**config.mk**
```make
export PLATFORM = sky130hd
export DESIGN_NAME = voxel_grid_ray_walker
export DESIGN_NICKNAME = d
export VERILOG_FILES = /design/src/design/vgrw_pkg.sv /design/src/design/vgrw_div.sv /design/src/design/vgrw_dp.sv /design/src/design/vgrw_ctrl.sv /design/src/design/voxel_grid_ray_walker.sv
export SDC_FILE = /design/constraint.sdc
export NUM_CORES = 2
export LEC_CHECK = 0
export BUFFER_PORTS_ARGS = -buffer_cell sky130_fd_sc_hd__buf_2
export CAP_MARGIN = 20
export CORE_ASPECT_RATIO = 0.75
export CORE_MARGIN = 2
export CORE_UTILIZATION = 35
export CTS_CLUSTER_DIAMETER = 50
export DETAILED_ROUTE_END_ITERATION = 8
export SLEW_MARGIN = 10
export SYNTH_ARGS = -nofsm -noshare
export SYNTH_HDL_FRONTEND = slang
export SYNTH_SLANG_ARGS = --single-unit
export TNS_END_PERCENT = 20
```
**constraint.sdc**
```tcl
create_clock -name clk -period 19.9 [get_ports clk]
set_input_delay 3.98 -clock clk [delete_from_list [all_inputs] [get_ports clk]]
set_output_delay 3.98 -clock clk [all_outputs]
set_load 0.01 [all_outputs]
```
**src/design/vgrw_pkg.sv**
```systemverilog
// Shared types and constants of the voxel grid ray walker.
// No dependencies.
`default_nettype none
package vgrw_pkg;

  localparam logic [30:0] T_MAX      = 31'h7FFFFFFF;
  localparam int          DIV_NUM_W  = 49;
  localparam int          DIV_DEN_W  = 32;
  localparam int          MAX_VISITS = 46;
  localparam int          CNT_W      = 6;
  localparam int          CFG_IDX_W  = 3;
  localparam logic [1:0]  AX_LAST    = 2'd2;

  localparam logic [CFG_IDX_W-1:0] REG_MIN_X = 3'd0;
  localparam logic [CFG_IDX_W-1:0] REG_MIN_Y = 3'd1;
  localparam logic [CFG_IDX_W-1:0] REG_MIN_Z = 3'd2;
  localparam logic [CFG_IDX_W-1:0] REG_WID_X = 3'd3;
  localparam logic [CFG_IDX_W-1:0] REG_WID_Y = 3'd4;
  localparam logic [CFG_IDX_W-1:0] REG_WID_Z = 3'd5;

  typedef enum logic [1:0] {OP_CELL, OP_CS, OP_NEXT, OP_STEP} op_t;

  typedef struct packed {
    logic       accept;
    logic       div_start;
    logic       cs_load;
    op_t        op;
    logic [1:0] ax;
    logic       walk;
    logic       load_miss;
  } cmd_t;

  typedef struct packed {
    logic out_free;
    logic div_done;
    logic walk_end;
  } sts_t;

endpackage
`default_nettype wire

```
**src/design/vgrw_div.sv**
```systemverilog
// Iterative restoring divider, one quotient bit per cycle, saturating quotient.
// Depends on vgrw_pkg.
`default_nettype none
module vgrw_div import vgrw_pkg::*; (
  input  wire logic                 clk,
  input  wire logic                 rst_n,
  input  wire logic                 start,
  input  wire logic [DIV_NUM_W-1:0] num,
  input  wire logic [DIV_DEN_W-1:0] den,
  output logic                      done,
  output logic [30:0]               quo
);

  logic                 busy_r;
  logic                 done_r;
  logic [5:0]           cnt_r;
  logic [DIV_NUM_W-1:0] num_r;
  logic [DIV_NUM_W-1:0] q_r;
  logic [DIV_DEN_W-1:0] den_r;
  logic [31:0]          rem_r;
  logic [32:0]          trial;
  logic [32:0]          rem_nxt;
  logic                 ge;

  assign trial   = {rem_r, num_r[DIV_NUM_W-1]};
  assign ge      = trial >= {1'b0, den_r};
  assign rem_nxt = ge ? (trial - {1'b0, den_r}) : trial;

  always_ff @(posedge clk) begin
    if (!rst_n) begin
      busy_r <= 1'b0;
      done_r <= 1'b0;
      cnt_r  <= '0;
    end else begin
      done_r <= 1'b0;
      if (start) begin
        busy_r <= 1'b1;
        cnt_r  <= '0;
      end else if (busy_r) begin
        cnt_r <= cnt_r + 6'd1;
        if (cnt_r == 6'(DIV_NUM_W - 1)) begin
          busy_r <= 1'b0;
          done_r <= 1'b1;
        end
      end
    end
  end

  always_ff @(posedge clk) begin
    if (start) begin
      num_r <= num;
      den_r <= den;
      rem_r <= '0;
      q_r   <= '0;
    end else if (busy_r) begin
      num_r <= {num_r[DIV_NUM_W-2:0], 1'b0};
      rem_r <= rem_nxt[31:0];
      q_r   <= {q_r[DIV_NUM_W-2:0], ge};
    end
  end

  assign done = done_r;
  assign quo  = (|q_r[DIV_NUM_W-1:31]) ? T_MAX : q_r[30:0];

endmodule
`default_nettype wire

```
**src/design/vgrw_dp.sv**
```systemverilog
// Datapath: grid registers, ray setup operands, shared divider, walk state, result register.
// Depends on vgrw_pkg and vgrw_div.
`default_nettype none
module vgrw_dp import vgrw_pkg::*; #(
  parameter int CELLS_X = 16,
  parameter int CELLS_Y = 16,
  parameter int CELLS_Z = 16
) (
  input  wire logic                 clk,
  input  wire logic                 rst_n,
  input  wire cmd_t                 cmd,
  output sts_t                      sts,
  input  wire logic                 cfg_we,
  input  wire logic [CFG_IDX_W-1:0] cfg_index,
  input  wire logic [31:0]          cfg_data,
  input  wire logic signed [31:0]   in_origin_x,
  input  wire logic signed [31:0]   in_origin_y,
  input  wire logic signed [31:0]   in_origin_z,
  input  wire logic signed [31:0]   in_entry_x,
  input  wire logic signed [31:0]   in_entry_y,
  input  wire logic signed [31:0]   in_entry_z,
  input  wire logic signed [31:0]   in_dir_x,
  input  wire logic signed [31:0]   in_dir_y,
  input  wire logic signed [31:0]   in_dir_z,
  output logic                      out_valid,
  input  wire logic                 out_stall,
  output logic [3:0]                out_cell_x,
  output logic [3:0]                out_cell_y,
  output logic [3:0]                out_cell_z,
  output logic [11:0]               out_cell_index,
  output logic [30:0]               out_t_limit,
  output logic                      out_missed,
  output logic                      out_last
);

  // reciprocals ceil(2^35 / n) for the cell size
  localparam logic [35:0] RCP_X = 36'(((64'd1 << 35) + 64'(CELLS_X) - 64'd1) / 64'(CELLS_X));
  localparam logic [35:0] RCP_Y = 36'(((64'd1 << 35) + 64'(CELLS_Y) - 64'd1) / 64'(CELLS_Y));
  localparam logic [35:0] RCP_Z = 36'(((64'd1 << 35) + 64'(CELLS_Z) - 64'd1) / 64'(CELLS_Z));

  function automatic logic [30:0] cs_of(input logic [30:0] w, input logic [35:0] rcp);
    logic [30:0] w1;
    logic [66:0] prod;
    w1   = (w == '0) ? 31'd1 : w;
    prod = 67'(w1) * 67'(rcp);
    return prod[65:35];
  endfunction

  logic signed [31:0] min_r  [0:2];
  logic [30:0]        wid_r  [0:2];
  logic signed [31:0] pt_r   [0:2];
  logic signed [31:0] dir_r  [0:2];
  logic [5:0]         cell_r [0:2];
  logic [30:0]        nc_r   [0:2];
  logic [30:0]        cstep_r[0:2];
  logic [2:0]         neg_r;
  logic [30:0]        cs_r;
  logic [CNT_W-1:0]   cnt_r;
  logic               out_valid_r;

  logic signed [31:0] org [0:2];
  logic signed [31:0] ent [0:2];
  logic signed [31:0] dirin [0:2];
  logic [4:0]         ax_n [0:2];
  logic [30:0]        cs_ax [0:2];
  logic [2:0]         org_in;

  assign org[0] = in_origin_x;  assign org[1] = in_origin_y;  assign org[2] = in_origin_z;
  assign ent[0] = in_entry_x;   assign ent[1] = in_entry_y;   assign ent[2] = in_entry_z;
  assign dirin[0] = in_dir_x;   assign dirin[1] = in_dir_y;   assign dirin[2] = in_dir_z;
  assign ax_n[0] = 5'(CELLS_X); assign ax_n[1] = 5'(CELLS_Y); assign ax_n[2] = 5'(CELLS_Z);
  assign cs_ax[0] = cs_of(wid_r[0], RCP_X);
  assign cs_ax[1] = cs_of(wid_r[1], RCP_Y);
  assign cs_ax[2] = cs_of(wid_r[2], RCP_Z);

  always_comb begin
    for (int i = 0; i < 3; i++) begin
      org_in[i] = ($signed({{2{org[i][31]}}, org[i]}) > $signed({{2{min_r[i][31]}}, min_r[i]}))
               && ($signed({{2{org[i][31]}}, org[i]}) <
                   ($signed({{2{min_r[i][31]}}, min_r[i]}) + $signed({3'b0, wid_r[i]})));
    end
  end

  // current setup axis operands
  logic signed [31:0] a_min, a_p, a_d;
  logic [30:0]        a_w;
  logic [30:0]        a_cs;
  logic [4:0]         a_n;
  logic [5:0]         a_cell;

  always_comb begin
    a_min  = min_r[2];
    a_p    = pt_r[2];
    a_d    = dir_r[2];
    a_w    = wid_r[2];
    a_cs   = cs_ax[2];
    a_n    = ax_n[2];
    a_cell = cell_r[2];
    for (int i = 0; i < 2; i++) begin
      if (cmd.ax == 2'(i)) begin
        a_min  = min_r[i];
        a_p    = pt_r[i];
        a_d    = dir_r[i];
        a_w    = wid_r[i];
        a_cs   = cs_ax[i];
        a_n    = ax_n[i];
        a_cell = cell_r[i];
      end
    end
  end

  logic [30:0]        w_eff;
  logic signed [33:0] off;
  logic [37:0]        cell_num;
  logic [4:0]         c_inc;
  logic [35:0]        plane_off;
  logic signed [36:0] plane;
  logic signed [36:0] pl_dist;
  logic [36:0]        dist_abs;
  logic [31:0]        ad;
  logic [DIV_NUM_W-1:0] div_num;
  logic [DIV_DEN_W-1:0] div_den;
  logic               div_done;
  logic [30:0]        quo;
  logic [5:0]         nm1;

  assign w_eff     = (a_w == '0) ? 31'd1 : a_w;
  assign off       = $signed({{2{a_p[31]}}, a_p}) - $signed({{2{a_min[31]}}, a_min});
  assign cell_num  = (off > 0) ? ({5'b0, off[32:0]} * {33'b0, a_n}) : '0;
  assign c_inc     = {1'b0, a_cell[3:0]} + {4'b0, ~a_d[31]};
  assign plane_off = {5'b0, cs_r} * {31'b0, c_inc};
  assign plane     = $signed({{5{a_min[31]}}, a_min}) + $signed({1'b0, plane_off});
  assign pl_dist   = plane - $signed({{5{a_p[31]}}, a_p});
  assign dist_abs  = pl_dist[36] ? 37'(-pl_dist) : 37'(pl_dist);
  assign ad        = a_d[31] ? (~a_d + 32'd1) : a_d;
  assign nm1       = 6'(a_n) - 6'd1;

  always_comb begin
    case (cmd.op)
      OP_CELL: begin
        div_num = DIV_NUM_W'(cell_num);
        div_den = {1'b0, w_eff};
      end
      OP_NEXT: begin
        div_num = {dist_abs[32:0], 16'b0};
        div_den = ad;
      end
      default: begin
        div_num = {2'b0, cs_r, 16'b0};
        div_den = ad;
      end
    endcase
  end

  vgrw_div u_div (
    .clk   (clk),
    .rst_n (rst_n),
    .start (cmd.div_start),
    .num   (div_num),
    .den   (div_den),
    .done  (div_done),
    .quo   (quo)
  );

  // walk step
  logic       sel_x, sel_y;
  logic [1:0] k;
  logic [30:0] lim;
  logic [31:0] nc_sum;
  logic [30:0] nc_new;
  logic [5:0]  cell_new;
  logic        oob;
  logic        walk_end;
  logic [11:0] idx;

  assign sel_x = (nc_r[0] < nc_r[1]) && (nc_r[0] < nc_r[2]);
  assign sel_y = !sel_x && (nc_r[1] < nc_r[2]);

  always_comb begin
    k = sel_x ? 2'd0 : (sel_y ? 2'd1 : 2'd2);
    lim = nc_r[2];
    nc_sum = {1'b0, nc_r[2]} + {1'b0, cstep_r[2]};
    cell_new = neg_r[2] ? (cell_r[2] - 6'd1) : (cell_r[2] + 6'd1);
    oob = cell_new >= 6'(CELLS_Z);
    if (sel_x) begin
      lim = nc_r[0];
      nc_sum = {1'b0, nc_r[0]} + {1'b0, cstep_r[0]};
      cell_new = neg_r[0] ? (cell_r[0] - 6'd1) : (cell_r[0] + 6'd1);
      oob = cell_new >= 6'(CELLS_X);
    end else if (sel_y) begin
      lim = nc_r[1];
      nc_sum = {1'b0, nc_r[1]} + {1'b0, cstep_r[1]};
      cell_new = neg_r[1] ? (cell_r[1] - 6'd1) : (cell_r[1] + 6'd1);
      oob = cell_new >= 6'(CELLS_Y);
    end
  end

  assign nc_new   = nc_sum[31] ? T_MAX : nc_sum[30:0];
  assign walk_end = oob || (cnt_r == CNT_W'(MAX_VISITS - 1));
  assign idx = 12'(cell_r[0][3:0]) + 12'(cell_r[1][3:0]) * 12'(CELLS_X)
             + 12'(cell_r[2][3:0]) * 12'(CELLS_X * CELLS_Y);

  always_ff @(posedge clk) begin
    if (!rst_n) begin
      min_r[0] <= '0;
      min_r[1] <= '0;
      min_r[2] <= '0;
      wid_r[0] <= 31'd65536;
      wid_r[1] <= 31'd65536;
      wid_r[2] <= 31'd65536;
    end else if (cfg_we) begin
      case (cfg_index)
        REG_MIN_X: min_r[0] <= cfg_data;
        REG_MIN_Y: min_r[1] <= cfg_data;
        REG_MIN_Z: min_r[2] <= cfg_data;
        REG_WID_X: wid_r[0] <= cfg_data[30:0];
        REG_WID_Y: wid_r[1] <= cfg_data[30:0];
        REG_WID_Z: wid_r[2] <= cfg_data[30:0];
        default: ;
      endcase
    end
  end

  always_ff @(posedge clk) begin
    if (cmd.accept) begin
      for (int i = 0; i < 3; i++) begin
        pt_r[i]  <= (&org_in) ? org[i] : ent[i];
        dir_r[i] <= dirin[i];
      end
    end
    if (cmd.cs_load) begin
      cs_r <= a_cs;
    end
  end

  always_ff @(posedge clk) begin
    if (!rst_n) begin
      for (int i = 0; i < 3; i++) begin
        cell_r[i]  <= '0;
        nc_r[i]    <= '0;
        cstep_r[i] <= '0;
      end
      neg_r <= '0;
      cnt_r <= '0;
    end else begin
      if (cmd.accept) begin
        cnt_r <= '0;
      end
      if (div_done) begin
        for (int i = 0; i < 3; i++) begin
          if (cmd.ax == 2'(i)) begin
            case (cmd.op)
              OP_CELL: cell_r[i] <= ({1'b0, quo} > {26'b0, nm1}) ? nm1 : quo[5:0];
              OP_NEXT: nc_r[i] <= quo;
              OP_STEP: begin
                cstep_r[i] <= quo;
                neg_r[i]   <= a_d[31];
              end
              default: ;
            endcase
          end
        end
      end
      if (cmd.walk) begin
        cnt_r <= cnt_r + CNT_W'(1);
        for (int i = 0; i < 3; i++) begin
          if (k == 2'(i)) begin
            nc_r[i]   <= nc_new;
            cell_r[i] <= cell_new;
          end
        end
      end
    end
  end

  always_ff @(posedge clk) begin
    if (!rst_n) begin
      out_valid_r <= 1'b0;
    end else if (cmd.walk || cmd.load_miss) begin
      out_valid_r <= 1'b1;
    end else if (!out_stall) begin
      out_valid_r <= 1'b0;
    end
  end

  always_ff @(posedge clk) begin
    if (cmd.walk) begin
      out_cell_x     <= cell_r[0][3:0];
      out_cell_y     <= cell_r[1][3:0];
      out_cell_z     <= cell_r[2][3:0];
      out_cell_index <= idx;
      out_t_limit    <= lim;
      out_missed     <= 1'b0;
      out_last       <= walk_end;
    end else if (cmd.load_miss) begin
      out_cell_x     <= '0;
      out_cell_y     <= '0;
      out_cell_z     <= '0;
      out_cell_index <= '0;
      out_t_limit    <= '0;
      out_missed     <= 1'b1;
      out_last       <= 1'b1;
    end
  end

  assign out_valid    = out_valid_r;
  assign sts.out_free = !out_valid_r || !out_stall;
  assign sts.div_done = div_done;
  assign sts.walk_end = walk_end;

endmodule
`default_nettype wire

```
**src/design/vgrw_ctrl.sv**
```systemverilog
// Controller: accepts rays, sequences the nine setup divisions and cell-size loads, then the walk.
// Depends on vgrw_pkg.
`default_nettype none
module vgrw_ctrl import vgrw_pkg::*; (
  input  wire logic clk,
  input  wire logic rst_n,
  input  wire logic in_valid,
  input  wire logic in_box_hit,
  output logic      in_stall,
  input  wire sts_t sts,
  output cmd_t      cmd
);

  typedef enum logic [2:0] {ST_IDLE, ST_MISS, ST_DIV_GO, ST_DIV_WAIT, ST_WALK} state_t;

  state_t     state_r, state_nxt;
  op_t        op_r, op_nxt;
  logic [1:0] ax_r, ax_nxt;

  always_comb begin
    state_nxt = state_r;
    op_nxt    = op_r;
    ax_nxt    = ax_r;
    case (state_r)
      ST_IDLE: begin
        if (in_valid) begin
          if (in_box_hit) begin
            state_nxt = ST_DIV_GO;
            op_nxt    = OP_CELL;
            ax_nxt    = '0;
          end else begin
            state_nxt = ST_MISS;
          end
        end
      end
      ST_MISS: begin
        if (sts.out_free) state_nxt = ST_IDLE;
      end
      ST_DIV_GO: begin
        if (op_r == OP_CS) begin
          op_nxt = OP_NEXT;
        end else begin
          state_nxt = ST_DIV_WAIT;
        end
      end
      ST_DIV_WAIT: begin
        if (sts.div_done) begin
          state_nxt = ST_DIV_GO;
          case (op_r)
            OP_CELL: op_nxt = OP_CS;
            OP_NEXT: op_nxt = OP_STEP;
            default: begin
              op_nxt = OP_CELL;
              if (ax_r == AX_LAST) begin
                state_nxt = ST_WALK;
              end else begin
                ax_nxt = ax_r + 2'd1;
              end
            end
          endcase
        end
      end
      ST_WALK: begin
        if (sts.out_free && sts.walk_end) state_nxt = ST_IDLE;
      end
      default: state_nxt = ST_IDLE;
    endcase
  end

  always_ff @(posedge clk) begin
    if (!rst_n) begin
      state_r <= ST_IDLE;
      op_r    <= OP_CELL;
      ax_r    <= '0;
    end else begin
      state_r <= state_nxt;
      op_r    <= op_nxt;
      ax_r    <= ax_nxt;
    end
  end

  assign in_stall      = state_r != ST_IDLE;
  assign cmd.accept    = (state_r == ST_IDLE) && in_valid;
  assign cmd.div_start = (state_r == ST_DIV_GO) && (op_r != OP_CS);
  assign cmd.cs_load   = (state_r == ST_DIV_GO) && (op_r == OP_CS);
  assign cmd.op        = op_r;
  assign cmd.ax        = ax_r;
  assign cmd.walk      = (state_r == ST_WALK) && sts.out_free;
  assign cmd.load_miss = (state_r == ST_MISS) && sts.out_free;

endmodule
`default_nettype wire

```
**src/design/voxel_grid_ray_walker.sv**
```systemverilog
// Voxel grid ray walker top level: 3D DDA traversal of a Q16.16 voxel grid.
// Depends on vgrw_pkg, vgrw_ctrl, vgrw_dp.
//
// Input channel (in_*): one ray per transfer, taken when in_valid is high and
// in_stall is low. in_stall stays high from the transfer until the ray's last
// result has been loaded into the output register.
// Result channel (out_*): one voxel per transfer, out_last on the final one; a
// ray with in_box_hit low gives a single result with out_missed and out_last.
// Configuration (cfg_*): cfg_ready is always high; write only while idle.
// A missed ray goes through the miss state into the output register. A hit ray runs
// nine divisions on one bit-serial divider and three cell-size loads, then gives one
// voxel per cycle while the output register is free, at most 46 voxels.
// The divider is shared, so a new ray is taken only after the previous ray's last
// result has been loaded into the output register.
// When out_stall is high a valid result in the register holds and the walk pauses.
// Reset (rst_n low, synchronous) empties the output register, returns to idle
// and restores the grid to min 0, width 1.0 on each axis.
`default_nettype none
module voxel_grid_ray_walker import vgrw_pkg::*; #(
  parameter int CELLS_X = 16,
  parameter int CELLS_Y = 16,
  parameter int CELLS_Z = 16
) (
  input  wire logic                 clk,
  input  wire logic                 rst_n,
  input  wire logic                 in_valid,
  output logic                      in_stall,
  input  wire logic signed [31:0]   in_origin_x,
  input  wire logic signed [31:0]   in_origin_y,
  input  wire logic signed [31:0]   in_origin_z,
  input  wire logic signed [31:0]   in_entry_x,
  input  wire logic signed [31:0]   in_entry_y,
  input  wire logic signed [31:0]   in_entry_z,
  input  wire logic signed [31:0]   in_dir_x,
  input  wire logic signed [31:0]   in_dir_y,
  input  wire logic signed [31:0]   in_dir_z,
  input  wire logic                 in_box_hit,
  output logic                      out_valid,
  input  wire logic                 out_stall,
  output logic [3:0]                out_cell_x,
  output logic [3:0]                out_cell_y,
  output logic [3:0]                out_cell_z,
  output logic [11:0]               out_cell_index,
  output logic [30:0]               out_t_limit,
  output logic                      out_missed,
  output logic                      out_last,
  input  wire logic                 cfg_valid,
  output logic                      cfg_ready,
  input  wire logic [CFG_IDX_W-1:0] cfg_index,
  input  wire logic [31:0]          cfg_data
);

  cmd_t cmd;
  sts_t sts;

  assign cfg_ready = 1'b1;

  vgrw_ctrl u_ctrl (
    .clk        (clk),
    .rst_n      (rst_n),
    .in_valid   (in_valid),
    .in_box_hit (in_box_hit),
    .in_stall   (in_stall),
    .sts        (sts),
    .cmd        (cmd)
  );

  vgrw_dp #(
    .CELLS_X (CELLS_X),
    .CELLS_Y (CELLS_Y),
    .CELLS_Z (CELLS_Z)
  ) u_dp (
    .clk            (clk),
    .rst_n          (rst_n),
    .cmd            (cmd),
    .sts            (sts),
    .cfg_we         (cfg_valid && cfg_ready),
    .cfg_index      (cfg_index),
    .cfg_data       (cfg_data),
    .in_origin_x    (in_origin_x),
    .in_origin_y    (in_origin_y),
    .in_origin_z    (in_origin_z),
    .in_entry_x     (in_entry_x),
    .in_entry_y     (in_entry_y),
    .in_entry_z     (in_entry_z),
    .in_dir_x       (in_dir_x),
    .in_dir_y       (in_dir_y),
    .in_dir_z       (in_dir_z),
    .out_valid      (out_valid),
    .out_stall      (out_stall),
    .out_cell_x     (out_cell_x),
    .out_cell_y     (out_cell_y),
    .out_cell_z     (out_cell_z),
    .out_cell_index (out_cell_index),
    .out_t_limit    (out_t_limit),
    .out_missed     (out_missed),
    .out_last       (out_last)
  );

endmodule
`default_nettype wire

```
==> summary.txt <==
Detailed routing
  • Drc violations: 2
  • Via count: 50,900
  • Initial DRC count: 5,553
  • Drt first pass iters: 8
  • WL final: 216 mm
  • Vias per cell: 5.55
  • Mean routed wirelength per cell: 23.6 µm
  • Antenna Nets Post-Route: 0

Floorplan
  • Rows: 134
  • Chip height: 372 µm
  • Die width: 494 µm
  • Initial Utilization: 0.353
  • Core Area: 179,000 µm²
  • Die area: 184,000 µm²
  • # IOs: 389

Timing
  • Total negative setup slack: 0 ns
  • RSZ-0062 raised after global routing: no
  • Final setup viols: 0
  • Slew Limit Headroom: 0.231
  • Hold Fails Final Rpt: 0
  • Crit share post-route: 0.602
  • Hold Worst Slack: 0.486 ns
  • Worst slew pin tran: 1.15 ns
  • Maximum clock frequency: 83.5 MHz
  • Crit path time final: 11.98 ns
  • Clock skew: 0.0596 ns
  • Final Max Tran Viols: 0

Min path
  • Hold depth: 2
  • Hold path endpoint: u_ctrl.ax_r[1]
  • Hold/Removal Path Class: reg2reg
  • Hold_sp: u_ctrl.ax_r[1]

Cells and area
  • Filler cells: 17,500
  • Fin nets: 7,778
  • Layout cells sized above 1: 0.130
  • Commonest non-fill, non-tap cell in the layout: edfxtp_1
  • Post-route cell area: 71,600 µm²
  • Util after Layout: 0.401
  • Commonest cells after routing, fill and taps aside: 733 x edfxtp_1, 633 x ha_1, 498 x inv_1
  • Layout area overhead: 13.5%

Synth
  • Synthesized area per cell: 9.94 µm²
  • Post-synthesis sequential area ratio: 0.383
  • Unique masters post-synth: 102
  • Netlist Area Pre-Place: 63,100 µm²
  • Most used DFF post-synth: edfxtp_1
  • Register bit total from synthesis: 840
  • Synth async-reset ratio: 0
  • Syn_nets: 7,435
  • EDFF count, synth: 733
  • Mapped Cells: 6,351
  • Yosys warning total: 0

Setup path
  • Kind of critical path: reg2reg
  • FF-to-FF End: u_dp.u_div.num_r[32]
  • Crit path capture type: flop
  • Worst Reg-to-Reg Cells: 37
  • R2r setup slk: 7.92 ns
  • CP max stage delay: 0.68 ns
  • Crit-path max FO: 191
  • Worst Path Required: 20.35 ns
  • Startpoint type of the worst setup path: flop
  • R2R Path Start: u_ctrl.ax_r[1]
  • Slowest cell on crit path: inv_1
  • Crit path arrival time: 12.43 ns

Power
  • Design Power: 7.57 mW
  • Pleak: 31.1 nW
  • VDD IR max: 86.7 µV
  • Pwr dens: 106 nW/µm²

GRT
  • Initial antenna violation count: 19
  • Global-route usage over all layers: 0.231
  • Remaining global-route overflow: 0
  • Vias in the first global route: 47,800
  • Pin count of the biggest net entering global routing: 192
  • First-pass GRT wire length: 318 mm

Clock network
  • CTS Hold Buffers Added: 0
  • CTS tree: done
  • Post-CTS sizing: 0
  • Clock-pin slew on the worst setup and hold paths: 0.06 ns
  • CTS max path bufs: 3
  • Later-pin clock latency in the skew report: 0.78 ns
  • Htree depth: 3
  • Clock sinks: 840
  • Postcts setup bufs: 0
  • CTS root buf: clkbuf_16
  • CTS buffer count: 110

Placement
  • Gpl congestion: 0.960
  • HPWL after detailed placement: 171 mm
  • Port Buf Inserts: 387
  • Area post-placement: 67,800 µm²

Outcome
  • Outcome: finished with violations
  • Failing checks: DRC

Job
  • Max-Cap Viols: 0
-- routing by layer --
| metal | vias up | GRT usage | routed length, µm |
|---|---|---|---|
| met5 | - | 0 | 54 |
| met4 | 8 | 0.0585 | 5110 |
| met3 | 221 | 0.0426 | 20200 |
| met2 | 2165 | 0.322 | 86200 |
| met1 | 24700 | 0.360 | 105000 |
| li1 | 23800 | - | - |
-- how the worst max path moves through the flow --
stage,endpoint,slack [ns],start
3_5_place_dp,u_dp.u_div.num_r[32],8.02,u_ctrl.ax_r[1]
5_1_grt,u_dp.u_div.num_r[46],7.04,u_ctrl.ax_r[1]
6_report,u_dp.u_div.num_r[32],7.92,u_ctrl.ax_r[1]
3_3_place_gp,u_dp.u_div.num_r[30],8.12,u_ctrl.ax_r[1]
2_1_floorplan,u_dp.u_div.num_r[47],8.95,u_ctrl.ax_r[1]
4_1_cts,u_dp.u_div.num_r[32],7.94,u_ctrl.ax_r[1]
-- report_power, final --
group	internal, mW	switching [mW]
Clock	1.20	0.886
Combinational	1.25	1.99
Sequential	2.13	0.123
-- flip-flops by register name, indices dropped and copies added, names as in the netlist, 6 cells and up --
| signal | cells |
|---|---|
| u_dp.wid_r | 93 |
| u_dp.min_r | 96 |
| u_dp.cstep_r | 93 |
| u_dp.u_div.num_r | 45 |
| u_dp.out_t_limit | 31 |
| u_dp.u_div.den_r | 32 |
| u_dp.cnt_r | 6 |
| u_dp.u_div.rem_r | 32 |
| u_dp.dir_r | 96 |
| u_dp.cell_r | 18 |
| u_dp.cs_r | 27 |
| u_dp.nc_r | 93 |
| u_dp.u_div.cnt_r | 6 |
| u_dp.pt_r | 96 |
| u_dp.u_div.q_r | 49 |
-- logic make-up after synthesis --
| family | synth area share |
|---|---|
| AO/OA/AOI/OAI | 0.169 |
| AND/OR/NAND/NOR | 0.122 |
| flip-flops | 0.383 |
| adder cells (fa/ha/maj) | 0.164 |
| buffers and inverters | 0.0459 |
| multiplexers | 0.0689 |
| XOR/XNOR | 0.0473 |
| other | 0.0000594 |
-- synth_stat cells, types with 20 or more instances --
| cell | instances | area (µm²) |
|---|---|---|
| nor3_1 | 66 | 330 |
| nand3_1 | 86 | 430 |
| ha_1 | 635 | 7950 |
| o21bai_1 | 49 | 368 |
| or3_1 | 26 | 163 |
| o21ai_0 | 382 | 1910 |
| o31ai_1 | 33 | 248 |
| mux2_2 | 139 | 1570 |
| and2_1 | 185 | 1160 |
| xnor2_1 | 210 | 1840 |
| o211ai_1 | 31 | 233 |
| nor2b_1 | 55 | 344 |
| clkbuf_1 | 155 | 582 |
| buf_2 | 37 | 185 |
| nand2b_1 | 63 | 394 |
| o22ai_1 | 30 | 188 |
| nand4_1 | 77 | 482 |
| a21o_1 | 229 | 1720 |
| buf_4 | 20 | 150 |
| and3_1 | 29 | 181 |
| dfxtp_1 | 107 | 2140 |
| xor2_1 | 131 | 1150 |
| fa_1 | 120 | 2400 |
| a31oi_1 | 56 | 350 |
| a21oi_1 | 443 | 2220 |
| inv_1 | 499 | 1870 |
| nor4_1 | 26 | 163 |
| o21a_1 | 116 | 871 |
| nor2_1 | 473 | 1780 |
| mux2i_1 | 278 | 2780 |
| nand2_1 | 446 | 1670 |
| edfxtp_1 | 733 | 22000 |
| a211oi_1 | 70 | 526 |
-- critical path: cells and delay by family, from the launching register on --
kind	cells	cell delay, ns
XOR/XNOR	2	0.38
AND/OR/NAND/NOR	6	1.06
flip-flops	1	0.32
AO/OA/AOI/OAI	14	4.03
buffers and inverters	6	2.28
adder cells (fa/ha/maj)	9	3.49
-- per-stage QoR --
step | setup WS (ns) | instances
after global placement | 8.12 | 8959
after floorplan | 8.95 | 6351
final | 7.92 | 9171
after detailed placement | 8.02 | 8962
after global routing | 7.04 | 9169
after CTS | 7.94 | 9168
-- area by class of cell --
cell class                 count  area, µm²  area share
clock buffer                 133       2900      0.0406
clock inverter                73        865      0.0121
sequential                   840      24200       0.337
tap                         2380       2980      0.0416
timing repair buffer         462       2520      0.0352
antenna                        3       7.51    0.000105
inverter                     500       1890      0.0263
multi-input combinational   4780      36300       0.507
Note: power is estimated with default switching activity, not from simulation.
